$ cat src/hw/rtl/bgnt_pkg.sv
// ----------------------------------------------------------------------------
// bgnt_pkg
// Shared sizes, register map, reset values and item types of the beam grid
// note trigger.
// ----------------------------------------------------------------------------
`default_nettype none

package bgnt_pkg;

  localparam int BEAMS   = 8;
  localparam int SCALES  = 4;
  localparam int IDX_W   = $clog2(BEAMS);
  localparam int SCALE_W = (SCALES > 1) ? $clog2(SCALES) : 1;
  localparam int TBL_DEPTH = SCALES * BEAMS * BEAMS;
  localparam int TBL_AW    = $clog2(TBL_DEPTH);

  // register map (index = paddr / 4)
  localparam logic [1:0] REG_SCALE_SELECT   = 2'd0;
  localparam logic [1:0] REG_HOLD_MS        = 2'd1;
  localparam logic [1:0] REG_PRESS_VELOCITY = 2'd2;
  localparam logic [1:0] REG_EVENT_CHANNEL  = 2'd3;

  localparam logic [1:0]  RST_SCALE_SELECT   = 2'd0;
  localparam logic [15:0] RST_HOLD_MS        = 16'd100;
  localparam logic [6:0]  RST_PRESS_VELOCITY = 7'd127;
  localparam logic [3:0]  RST_EVENT_CHANNEL  = 4'd0;

  localparam logic MODE_SAMPLE = 1'b0;
  localparam logic MODE_WRITE  = 1'b1;

  typedef struct packed {
    logic [1:0]  scale_select;
    logic [15:0] hold_ms;
    logic [6:0]  press_velocity;
    logic [3:0]  event_channel;
  } cfg_t;

  // classified item between front and back
  typedef struct packed {
    logic              mode;
    logic [BEAMS-1:0]  x_bits;
    logic [BEAMS-1:0]  y_bits;
    logic              x_one;
    logic [IDX_W-1:0]  x_idx;
    logic              y_one;
    logic [IDX_W-1:0]  y_idx;
    logic [31:0]       now_ms;
    logic              wr_ok;
    logic [TBL_AW-1:0] wr_addr;
    logic [7:0]        wr_note;
  } item_t;

  typedef struct packed {
    logic [6:0] note;
    logic [6:0] velocity;
    logic [3:0] channel;
    logic       last;
  } ev_t;

endpackage

`default_nettype wire

$ cat src/hw/rtl/bgnt_front.sv
// ----------------------------------------------------------------------------
// bgnt_front
// Classifies an input item: masks the beams, finds a single broken beam per
// axis and forms the table write address.
// ----------------------------------------------------------------------------
`default_nettype none

module bgnt_front (
  input  logic                 mode,
  input  logic [7:0]           x_beams,
  input  logic [7:0]           y_beams,
  input  logic [31:0]          now_ms,
  input  logic [1:0]           entry_scale,
  input  logic [2:0]           entry_x,
  input  logic [2:0]           entry_y,
  input  logic signed [7:0]    entry_note,
  output bgnt_pkg::item_t      item
);
  import bgnt_pkg::*;

  logic [BEAMS-1:0] xb, yb;
  logic [IDX_W-1:0] xi, yi;

  assign xb = x_beams[BEAMS-1:0];
  assign yb = y_beams[BEAMS-1:0];

  // index is valid only when exactly one bit is set
  always_comb begin
    xi = '0;
    yi = '0;
    for (int i = 0; i < BEAMS; i++) begin
      if (xb[i]) xi = xi | IDX_W'(i);
      if (yb[i]) yi = yi | IDX_W'(i);
    end
  end

  always_comb begin
    item.mode    = mode;
    item.x_bits  = xb;
    item.y_bits  = yb;
    item.x_one   = (xb != '0) && ((xb & (xb - 1'b1)) == '0);
    item.x_idx   = xi;
    item.y_one   = (yb != '0) && ((yb & (yb - 1'b1)) == '0);
    item.y_idx   = yi;
    item.now_ms  = now_ms;
    item.wr_ok   = (32'(entry_x) < BEAMS) && (32'(entry_y) < BEAMS);
    item.wr_addr = {entry_scale[SCALE_W-1:0], entry_y[IDX_W-1:0], entry_x[IDX_W-1:0]};
    item.wr_note = entry_note;
  end

endmodule

`default_nettype wire

$ cat src/hw/rtl/bgnt_queue.sv
// ----------------------------------------------------------------------------
// bgnt_queue
// Two-entry queue of classified items between front and back.
// ----------------------------------------------------------------------------
`default_nettype none

module bgnt_queue (
  input  logic            clk,
  input  logic            rst,
  input  logic            push_valid,
  output logic            push_ready,
  input  bgnt_pkg::item_t push_item,
  output logic            pop_valid,
  input  logic            pop_ready,
  output bgnt_pkg::item_t pop_item
);
  import bgnt_pkg::*;

  item_t      slot [2];
  logic       wptr, rptr;
  logic [1:0] count;
  logic       do_push, do_pop;

  assign push_ready = (count != 2'd2);
  assign pop_valid  = (count != 2'd0);
  assign pop_item   = slot[rptr];
  assign do_push    = push_valid && push_ready;
  assign do_pop     = pop_valid && pop_ready;

  always_ff @(posedge clk) begin
    if (do_push) slot[wptr] <= push_item;
  end

  always_ff @(posedge clk) begin
    if (rst) begin
      wptr  <= 1'b0;
      rptr  <= 1'b0;
      count <= 2'd0;
    end else begin
      if (do_push) wptr <= ~wptr;
      if (do_pop)  rptr <= ~rptr;
      count <= count + {1'b0, do_push} - {1'b0, do_pop};
    end
  end

endmodule

`default_nettype wire

$ cat src/hw/rtl/bgnt_back.sv
// ----------------------------------------------------------------------------
// bgnt_back
// Executes classified items: table writes, hold check, position tracking,
// table lookup and note events into a small event queue.
// ----------------------------------------------------------------------------
`default_nettype none

module bgnt_back (
  input  logic            clk,
  input  logic            rst,
  input  bgnt_pkg::cfg_t  cfg,
  input  logic            in_valid,
  output logic            in_ready,
  input  bgnt_pkg::item_t in_item,
  output logic            ev_valid,
  input  logic            ev_ready,
  output bgnt_pkg::ev_t   ev
);
  import bgnt_pkg::*;

  localparam logic ST_IDLE = 1'b0;
  localparam logic ST_LOOK = 1'b1;

  logic state, state_next;

  logic [7:0] note_table [TBL_DEPTH];
  logic [7:0] rd_data;

  logic             held_xv, held_yv;
  logic [IDX_W-1:0] held_x, held_y;
  logic [6:0]       held_note;
  logic             note_sounding;
  logic [31:0]      press_time;

  // decision latched for the lookup cycle
  logic        pos_valid;
  logic [31:0] cur_time;

  // event queue
  ev_t        evq [4];
  logic [1:0] ev_wptr, ev_rptr;
  logic [2:0] ev_count;

  logic             take, blocked, changed;
  logic             nxv, nyv;
  logic [IDX_W-1:0] nx, ny;
  logic             new_on;
  logic [1:0]       n_push;
  ev_t              ev_rel, ev_press, ev_first;
  logic             ev_pop;

  assign in_ready = (state == ST_IDLE);
  assign take     = in_valid && in_ready;

  always_comb begin
    blocked = note_sounding && ((in_item.now_ms - press_time) < {16'd0, cfg.hold_ms});
    if (held_xv && in_item.x_bits[held_x]) begin
      nxv = 1'b1; nx = held_x;
    end else begin
      nxv = in_item.x_one; nx = in_item.x_idx;
    end
    if (held_yv && in_item.y_bits[held_y]) begin
      nyv = 1'b1; ny = held_y;
    end else begin
      nyv = in_item.y_one; ny = in_item.y_idx;
    end
    changed = !blocked && (nxv == nyv)
              && !((nxv == held_xv) && (nyv == held_yv)
                   && (!nxv || (nx == held_x)) && (!nyv || (ny == held_y)));
  end

  // table write and registered lookup
  always_ff @(posedge clk) begin
    if (take && in_item.mode == MODE_WRITE && in_item.wr_ok)
      note_table[in_item.wr_addr] <= in_item.wr_note;
    if (take && in_item.mode == MODE_SAMPLE)
      rd_data <= note_table[{cfg.scale_select[SCALE_W-1:0], ny, nx}];
  end

  always_comb begin
    new_on = pos_valid && !rd_data[7];
    ev_rel.note       = held_note;
    ev_rel.velocity   = 7'd0;
    ev_rel.channel    = cfg.event_channel;
    ev_rel.last       = !new_on;
    ev_press.note     = rd_data[6:0];
    ev_press.velocity = cfg.press_velocity;
    ev_press.channel  = cfg.event_channel;
    ev_press.last     = 1'b1;
    ev_first = note_sounding ? ev_rel : ev_press;
    n_push   = {1'b0, note_sounding} + {1'b0, new_on};
  end

  always_comb begin
    state_next = state;
    case (state)
      ST_IDLE: if (take && in_item.mode == MODE_SAMPLE && changed) state_next = ST_LOOK;
      ST_LOOK: if (ev_count <= 3'd2) state_next = ST_IDLE;
      default: state_next = ST_IDLE;
    endcase
  end

  assign ev_valid = (ev_count != 3'd0);
  assign ev       = evq[ev_rptr];
  assign ev_pop   = ev_valid && ev_ready;

  always_ff @(posedge clk) begin
    if (state == ST_LOOK && ev_count <= 3'd2) begin
      if (n_push != 2'd0) evq[ev_wptr] <= ev_first;
      if (n_push == 2'd2) evq[ev_wptr + 2'd1] <= ev_press;
    end
    if (take) begin
      pos_valid <= nxv;
      cur_time  <= in_item.now_ms;
    end
  end

  always_ff @(posedge clk) begin
    if (rst) begin
      state         <= ST_IDLE;
      held_xv       <= 1'b0;
      held_yv       <= 1'b0;
      held_x        <= '0;
      held_y        <= '0;
      held_note     <= 7'd0;
      note_sounding <= 1'b0;
      press_time    <= 32'd0;
      ev_wptr       <= 2'd0;
      ev_rptr       <= 2'd0;
      ev_count      <= 3'd0;
    end else begin
      state <= state_next;
      if (take && in_item.mode == MODE_SAMPLE && changed) begin
        held_xv <= nxv;
        held_yv <= nyv;
        held_x  <= nx;
        held_y  <= ny;
      end
      if (state == ST_LOOK && ev_count <= 3'd2) begin
        note_sounding <= new_on;
        if (new_on) begin
          held_note  <= rd_data[6:0];
          press_time <= cur_time;
        end
        ev_wptr  <= ev_wptr + n_push;
        ev_count <= ev_count + {1'b0, n_push} - {2'b0, ev_pop};
      end else begin
        ev_count <= ev_count - {2'b0, ev_pop};
      end
      if (ev_pop) ev_rptr <= ev_rptr + 2'd1;
    end
  end

endmodule

`default_nettype wire

$ cat src/hw/rtl/beam_grid_note_trigger_core.sv
// ----------------------------------------------------------------------------
// beam_grid_note_trigger_core
// Light beam grid played as a note trigger: tracks the broken x/y beam,
// looks up the note of the grid position and sends release/press events.
// ----------------------------------------------------------------------------
//
//   channel  | handshake          | payload
//   ---------+--------------------+--------------------------------------------
//   input    | in_valid/in_ready  | mode x_beams y_beams now_ms entry_* fields
//   result   | out_valid/out_ready| note velocity channel last
//   config   | APB psel/penable   | paddr pwdata prdata pready (always high)
//
// The front classifies an item in the cycle it is accepted and hands it to a
// two-entry queue. The back takes a table write, or a sample that leaves the
// position unchanged, in its idle state; a sample that changes the position
// then enters a lookup state for the registered read of the note table, and
// no new item is taken until it is left. Up to two events per sample go into
// a four-entry event queue; the lookup state holds while fewer than two
// entries are free. Synchronous reset clears all control state; the note
// table holds undefined data until written.
`default_nettype none

module beam_grid_note_trigger_core (
  input  logic             clk,
  input  logic             rst,
  // configuration
  input  logic             psel,
  input  logic             penable,
  input  logic             pwrite,
  input  logic [3:0]       paddr,
  input  logic [31:0]      pwdata,
  output logic [31:0]      prdata,
  output logic             pready,
  // input items
  input  logic             in_valid,
  output logic             in_ready,
  input  logic             mode,
  input  logic [7:0]       x_beams,
  input  logic [7:0]       y_beams,
  input  logic [31:0]      now_ms,
  input  logic [1:0]       entry_scale,
  input  logic [2:0]       entry_x,
  input  logic [2:0]       entry_y,
  input  logic signed [7:0] entry_note,
  // result items
  output logic             out_valid,
  input  logic             out_ready,
  output logic [6:0]       note,
  output logic [6:0]       velocity,
  output logic [3:0]       channel,
  output logic             last
);
  import bgnt_pkg::*;

  cfg_t       cfg;
  logic [1:0] reg_idx;
  logic       cfg_wr;
  item_t      front_item, back_item;
  logic       q_valid, q_ready;
  ev_t        ev;

  // register file: write on the access phase of an APB transfer
  assign pready  = 1'b1;
  assign reg_idx = paddr[3:2];
  assign cfg_wr  = psel && penable && pwrite && pready;

  always_ff @(posedge clk) begin
    if (rst) begin
      cfg.scale_select   <= RST_SCALE_SELECT;
      cfg.hold_ms        <= RST_HOLD_MS;
      cfg.press_velocity <= RST_PRESS_VELOCITY;
      cfg.event_channel  <= RST_EVENT_CHANNEL;
    end else if (cfg_wr) begin
      case (reg_idx)
        REG_SCALE_SELECT:   cfg.scale_select   <= pwdata[1:0];
        REG_HOLD_MS:        cfg.hold_ms        <= pwdata[15:0];
        REG_PRESS_VELOCITY: cfg.press_velocity <= pwdata[6:0];
        REG_EVENT_CHANNEL:  cfg.event_channel  <= pwdata[3:0];
        default: ;
      endcase
    end
  end

  always_comb begin
    case (reg_idx)
      REG_SCALE_SELECT:   prdata = {30'd0, cfg.scale_select};
      REG_HOLD_MS:        prdata = {16'd0, cfg.hold_ms};
      REG_PRESS_VELOCITY: prdata = {25'd0, cfg.press_velocity};
      REG_EVENT_CHANNEL:  prdata = {28'd0, cfg.event_channel};
      default:            prdata = 32'd0;
    endcase
  end

  // classify the incoming item
  bgnt_front u_front (
    .mode        (mode),
    .x_beams     (x_beams),
    .y_beams     (y_beams),
    .now_ms      (now_ms),
    .entry_scale (entry_scale),
    .entry_x     (entry_x),
    .entry_y     (entry_y),
    .entry_note  (entry_note),
    .item        (front_item)
  );

  // decouple acceptance from execution
  bgnt_queue u_queue (
    .clk        (clk),
    .rst        (rst),
    .push_valid (in_valid),
    .push_ready (in_ready),
    .push_item  (front_item),
    .pop_valid  (q_valid),
    .pop_ready  (q_ready),
    .pop_item   (back_item)
  );

  // execute items and queue the note events
  bgnt_back u_back (
    .clk      (clk),
    .rst      (rst),
    .cfg      (cfg),
    .in_valid (q_valid),
    .in_ready (q_ready),
    .in_item  (back_item),
    .ev_valid (out_valid),
    .ev_ready (out_ready),
    .ev       (ev)
  );

  assign note     = ev.note;
  assign velocity = ev.velocity;
  assign channel  = ev.channel;
  assign last     = ev.last;

endmodule

`default_nettype wire

$ cat config.mk
export PLATFORM = sky130hd
export DESIGN_NAME = beam_grid_note_trigger_core
export DESIGN_NICKNAME = d
export VERILOG_FILES = /design/src/hw/rtl/bgnt_pkg.sv /design/src/hw/rtl/bgnt_front.sv /design/src/hw/rtl/bgnt_queue.sv /design/src/hw/rtl/bgnt_back.sv /design/src/hw/rtl/beam_grid_note_trigger_core.sv
export SDC_FILE = /design/constraint.sdc
export NUM_CORES = 2
export LEC_CHECK = 0
export BUFFER_PORTS_ARGS = -buffer_cell sky130_fd_sc_hd__buf_2
export CAP_MARGIN = 20
export CORE_ASPECT_RATIO = 2
export CORE_MARGIN = 2
export CORE_UTILIZATION = 45
export DETAILED_ROUTE_END_ITERATION = 8
export SLEW_MARGIN = 10
export SYNTH_ARGS = -nofsm -noshare
export SYNTH_HDL_FRONTEND = slang
export SYNTH_SLANG_ARGS = --single-unit
$ cat constraint.sdc
create_clock -name clk -period 11.1 [get_ports clk]
set_input_delay 2.22 -clock clk [delete_from_list [all_inputs] [get_ports clk]]
set_output_delay 2.22 -clock clk [all_outputs]
set_load 0.02 [all_outputs]
==> Word-level counts from Yosys, hierarchy flattened <==
Memories as Yosys holds them, arrays and structs flattened. A register that Yosys moved wholly into a read port is not among the register bits.
Cells that the tools add are included.
{ "op_classes": {"add_sub_neg": 12, "magnitude_cmp": 4, "n_eq_ne": 10, "n_mux": 42, "bitwise": 6, "n_reduce_logical": 42} }
{ "op_table": {"columns": ["cell", "count"], "rows": [
  ["32-bit one-hot mux with 4 select lines", 1],
  ["3-bit two-way mux", 11],
  ["32-bit by 16-bit less-than comparator with 1-bit output", 1],
  ["32-bit subtractor", 1],
  ["1-bit logical AND", 20],
  ["1-bit two-way mux", 20],
  ["19-bit two-way mux", 1],
  ["8-bit bitwise AND", 2],
  ["8-bit zero test", 2],
  ["8-bit nonzero test", 2],
  ["8-bit by 1-bit subtractor with 8-bit output, second input constant", 2],
  ["2-bit two-way mux", 6],
  ["2-bit AND reduction", 5],
  ["3-bit by 4-bit less-than comparator with 1-bit output, second input constant", 2],
  ["1-bit binary-select mux with 3-bit select", 2],
  ["2-bit equality test, second input constant", 3],
  ["3-bit equality test", 2],
  ["1-bit zero test", 6],
  ["3-bit by 1-bit subtractor with 3-bit output", 2],
  ["2-bit by 1-bit adder with 2-bit output, second input constant", 2],
  ["1-bit NOT", 4],
  ["2-bit nonzero test", 2],
  ["3-bit by 2-bit adder with 3-bit output", 1],
  ["1-bit equality test", 3],
  ["12 further kinds", 13]
]} }
{ "word_totals": {"reg_bits": 122, "ramBits": 2270, "in_bits": 108, "out_inout_bits": 54, "elab_cells": 139, "memories": 3} }
{ "mem_list": {"columns": ["memory", "depth", "width", "read_ports", "rd_clocked_by_memory_dff", "wr", "line", "text"], "rows": [
  ["u_back.note_table", 256, 8, 1, 1, 1, "bgnt_back.sv:26", "logic [7:0] note_table [TBL_DEPTH];"],
  ["u_queue.slot", 2, 73, 1, 1, 1, "bgnt_queue.sv:19", "item_t slot [2];"],
  ["u_back.evq", 4, 19, 1, 1, 2, "bgnt_back.sv:40", "ev_t evq [4];"]
]} }

==> Logic depth before layout (Yosys ltp) <==
{ "depth": {"depth_word": 13, "ltp_mapped": 29, "depth_no_buf": 21} }

==> Modules after synthesis <==
From an unflattened synthesis, not the netlist that was laid out.
{ "hier_totals": {"cells_unflattened": 6970, "area_unflattened_um2": 99337.8} }
{ "by_module_without_submodules": {"columns": ["mod", "instances", "cells_per_inst", "area_per_inst_um2", "seq_area_each_um2"], "rows": [
  ["bgnt_back", 1, 6444, 91202.5, 66133.4],
  ["bgnt_queue", 1, 254, 5816.8, 4544.4],
  ["beam_grid_note_trigger_core", 1, 171, 1607.8, 580.6],
  ["bgnt_front", 1, 101, 710.7, 0.0]
]} }

==> Worst setup path after synthesis <==
OpenSTA, ideal clock, no wires.
{ "synth_path": {"path_kind": "reg2reg", "startpoint": "register (tool-made name)", "endpoint": "register u_back.held_x[2]", "setup_ns": 0.137, "arrival_time_ns": 6.063, "path_slack_ns": 4.900, "path_stages_with_launch": 30, "path_buffers": 8, "cell_sequence": "dfxtp_1 > buf_6 > buf_6 > buf_2 > clkbuf_1 > clkbuf_1 > buf_1 > buf_1 > mux2i_1 > inv_1 > ha_1 > nor2b_1 > o21ai_0 > a21oi_1 > o21ai_0 > nand2_1 > a41oi_1 > xnor2_1 > ha_1 > a21oi_1 > nor2b_1 > o21ai_0 > o2111ai_1 > nor3_1 > o2111a_1 > nand4_1 > or4_1 > clkbuf_1 > a21oi_1 > a211oi_1"} }
{ "synth_lines": {"columns": ["item", "line", "text"], "rows": [
  ["to (signal assigned)", "bgnt_back.sv:136", "held_x <= nx;"],
  ["to (decl)", "bgnt_back.sv:30", "logic [IDX_W-1:0] held_x, held_y;"]
]} }

==> key figures <==
Power
  – Largest vdd supply drop: around 0.00016 V
  – Pleak: ~35 nW
  – Pwr dens: 249 mW/mm²
  – Total power: approximately 27 mW

Layout
  – Fin util: 49.9%
  – Leading cell types in the layout, fill and taps excluded: edfxtp_1 (2307), nand2_1 (958), nand3_1 (373)
  – Share of layout cells above drive strength 1: between 10 and 15%
  – Post-layout nets: approximately 6500
  – Fill count: between 15000 and 20000
  – Synthesis-to-finish area growth: 10.4%
  – Most common cell after layout, fill and taps aside: edfxtp_1

Detailed routing
  – Iteration-0 DRC Markers: between 5000 and 6000
  – Routed Antenna Nets: 0
  – DR DRC count: 0
  – Routed WL per cell: between 30 and 40 µm
  – Via count: ~56000
  – Vias per std cell: between 6 and 7
  – Final wirelength: 288000 µm
  – Drt pass-1 iters: 8

Timing
  – Tmin final: between 7000 and 8000 ps
  – Max_slew headroom: 1.14%
  – Fin. max-slew vios: 0
  – Final setup violating endpoints: 0
  – Peak Freq: between 100 and 150 MHz
  – Clock skew: 40.0 ps
  – Hold Slack: 459 ps
  – Final Hold Vio Count: 0
  – Tightest Pin Transition: about 1500 ps
  – Period Utilization, post-route: 65.1%
  – RSZ-0062 raised after global routing: no
  – Setup TNS Final: 0 ps

Floorplan
  – Die footprint: roughly 0.22 mm²
  – # rows: 241
  – Die width: approximately 330 µm
  – Core area: around 0.22 mm²
  – Initial core utilization: between 40% and 50%
  – I/O pin count: about 160
  – Die Height: about 660 µm

Flow run
  – Max Cap Violations: 0

Clocking
  – Clk_lat worst skew: around 870 ps
  – Reg clk slew, reported paths: about 70 ps
  – CTS max path bufs: 4
  – Root buffer cell: clkbuf_16
  – Number of CTS-inserted buffers: 200
  – Post-CTS Setup Bufs: 0
  – Hold-fix buffers at CTS: 0
  – H-tree depth: 4
  – CTS tree: done
  – CTS sink count: roughly 2400
  – # resized after CTS: 0

Yosys
  – Synthesized cell area: about 0.097 mm²
  – Dominant cells by area after synthesis: edfxtp_1 (71%), mux4_2 (6.8%), nand2_1 (3.7%)
  – Synth area leader: edfxtp_1
  – Primary FF master, synth: edfxtp_1
  – Ys Warns: 0
  – Post-synthesis sequential area ratio: between 70 and 80%
  – Synthesized flop and latch total: between 2000 and 2500
  – Cells after synthesis: approximately 6200
  – Netlist cell types: just under 90
  – Avg Inst Size Synth: around 16 µm²
  – Yosys top cell area share: between 70% and 80%
  – Post-synth ARST share: 0%
  – EDFF count, synth: 2307

Placed design
  – Hpwl dp: 184000 µm
  – GPL Wtd Cong: approximately 0.91
  – Port Buffer Count: between 100 and 150

Worst setup path
  – Max FO, Critical Path: 40
  – Crit start category: flip-flop
  – CP required: between 10000 and 15000 ps
  – CP arrival: a little under 8000 ps
  – Flop-to-flop setup slack: a little under 4000 ps
  – Kind of critical path: reg -> reg
  – Worst setup EP type: flip-flop

GRT
  – GRT Util Overall: about 26%
  – Global-route wire length before repair: 404000 µm
  – Vias in the first global route: approximately 56000
  – Gr ovfl total: 0
  – Antenna violations before repair: 16
  – Largest net degree at the start of global routing: 180

Run status
  – Outcome: finished, final reports clean

Worst hold path
  – Worst min path class: reg -> reg
-- routing by layer --
layer  up-vias  part of all wire [%]  global-route usage [%]
met5         -                 0.048                       0
met4        22                   8.2                    18.6
met3       722                   6.1                    3.39
met2      2437                    53                    46.8
met1     29000                    33                    27.1
li1      24100                     -                       -
-- synth_stat cells, types with 10 or more instances --
master,n
buf_4,50
mux2i_1,166
nand2b_1,12
a221oi_1,10
clkbuf_1,168
or4_1,13
a2111oi_0,25
nor3_1,29
nand2_1,959
a211oi_1,23
a311oi_1,16
ha_1,58
a31oi_1,49
a22o_1,43
inv_1,89
nor2_1,362
a21o_1,38
buf_2,106
a21oi_1,230
edfxtp_1,2307
nand3_1,377
and3_1,28
a41oi_1,12
o21ai_0,57
buf_1,27
nor2b_1,15
a22oi_1,60
xor2_1,15
o32ai_1,13
mux2_2,47
mux4_2,294
nand4_1,41
a32oi_1,17
o221ai_1,38
xnor2_1,20
buf_6,21
o22ai_1,42
dfxtp_1,96
and2_1,63
nor4_1,14
or3_1,12
-- worst paths after layout --
| path | cells after the start | end | startpoint |
|---|---|---|---|
| min | 2 | u_back.press_time[12]$_SDFFE_PP0P_ | u_back.press_time[12]$_SDFFE_PP0P_ |
| max | 14 | u_back.rd_data[3]$_DFFE_PP_ | flip-flop |
| min reg2reg | 2 | u_back.press_time[12]$_SDFFE_PP0P_ | u_back.press_time[12]$_SDFFE_PP0P_ |
| max reg2reg | 14 | u_back.rd_data[3]$_DFFE_PP_ | flip-flop |
-- registers in the layout, summed over array words and instances (netlist names), 7 cells and up, named ones only --
register / count
u_back.cur_time: 32
cfg: 29
u_back.evq: 76
u_back.press_time: 32
u_back.note_table: 2048
u_queue.slot: 146
u_back.rd_data: 8
u_back.held_note: 7
-- critical path: stages (launching register included) --
cell and delay [ps]:
dfxtp_4 540, buf_4 550, buf_4 600, mux4_2 590, o2bb2ai_1 300, or3_1 270, and3_1 670, or3_1 490
buf_4 340, a21oi_1 60, a2111oi_0 840, o21ai_0 210, a32oi_1 960, a211oi_1 230, buf_4 230
-- per-stage QoR --
| step | worst slack, ps | area (µm²) | instances |
|---|---|---|---|
| finish | 3870 | 107000 | 9265 |
| global route | 3760 | 107000 | 9256 |
| CTS | 3900 | 107000 | 9246 |
| detailed placement | 3910 | 101000 | 8890 |
| global placement | 3930 | 101000 | 8887 |
| floorplan | 4900 | 97400 | 6220 |
-- cells by family (layout without fill, tap and decap cells) --
logic type	Yosys count	after routing	share of synthesized area, %
multiplexers	515	515	9.26
other	2	31	0.00771
buffers and inverters	467	704	2.37
adder cells (fa/ha/maj)	62	62	0.807
AO/OA/AOI/OAI	771	771	5.43
AND/OR/NAND/NOR	1950	1950	8.68
flip-flops	2403	2403	73.1
XOR/XNOR	35	35	0.315
-- power by group --
part           switching [mW]  leakage (nW)  internal, mW  total, mW
logic                    6.03          10.3          2.46       8.49
registers               0.142          21.5          11.1       11.2
clock network            3.23          3.08          3.81       7.05
total                    9.40          34.9          17.4       26.8
-- cell type report --
class / instances / area [µm²] / area share (%)
flip-flops and latches: 2403 / 71200 / 66.3
well taps: 2794 / 3500 / 3.25
clock buffers: 254 / 5290 / 4.92
multi-input cells: 3350 / 24300 / 22.6
repair buffers: 259 / 1830 / 1.70
diodes: 14 / 35.0 / 0.0326
inverters: 89 / 334 / 0.311
clock inverters: 102 / 991 / 0.922
Note: power is estimated with default switching activity, not from simulation.
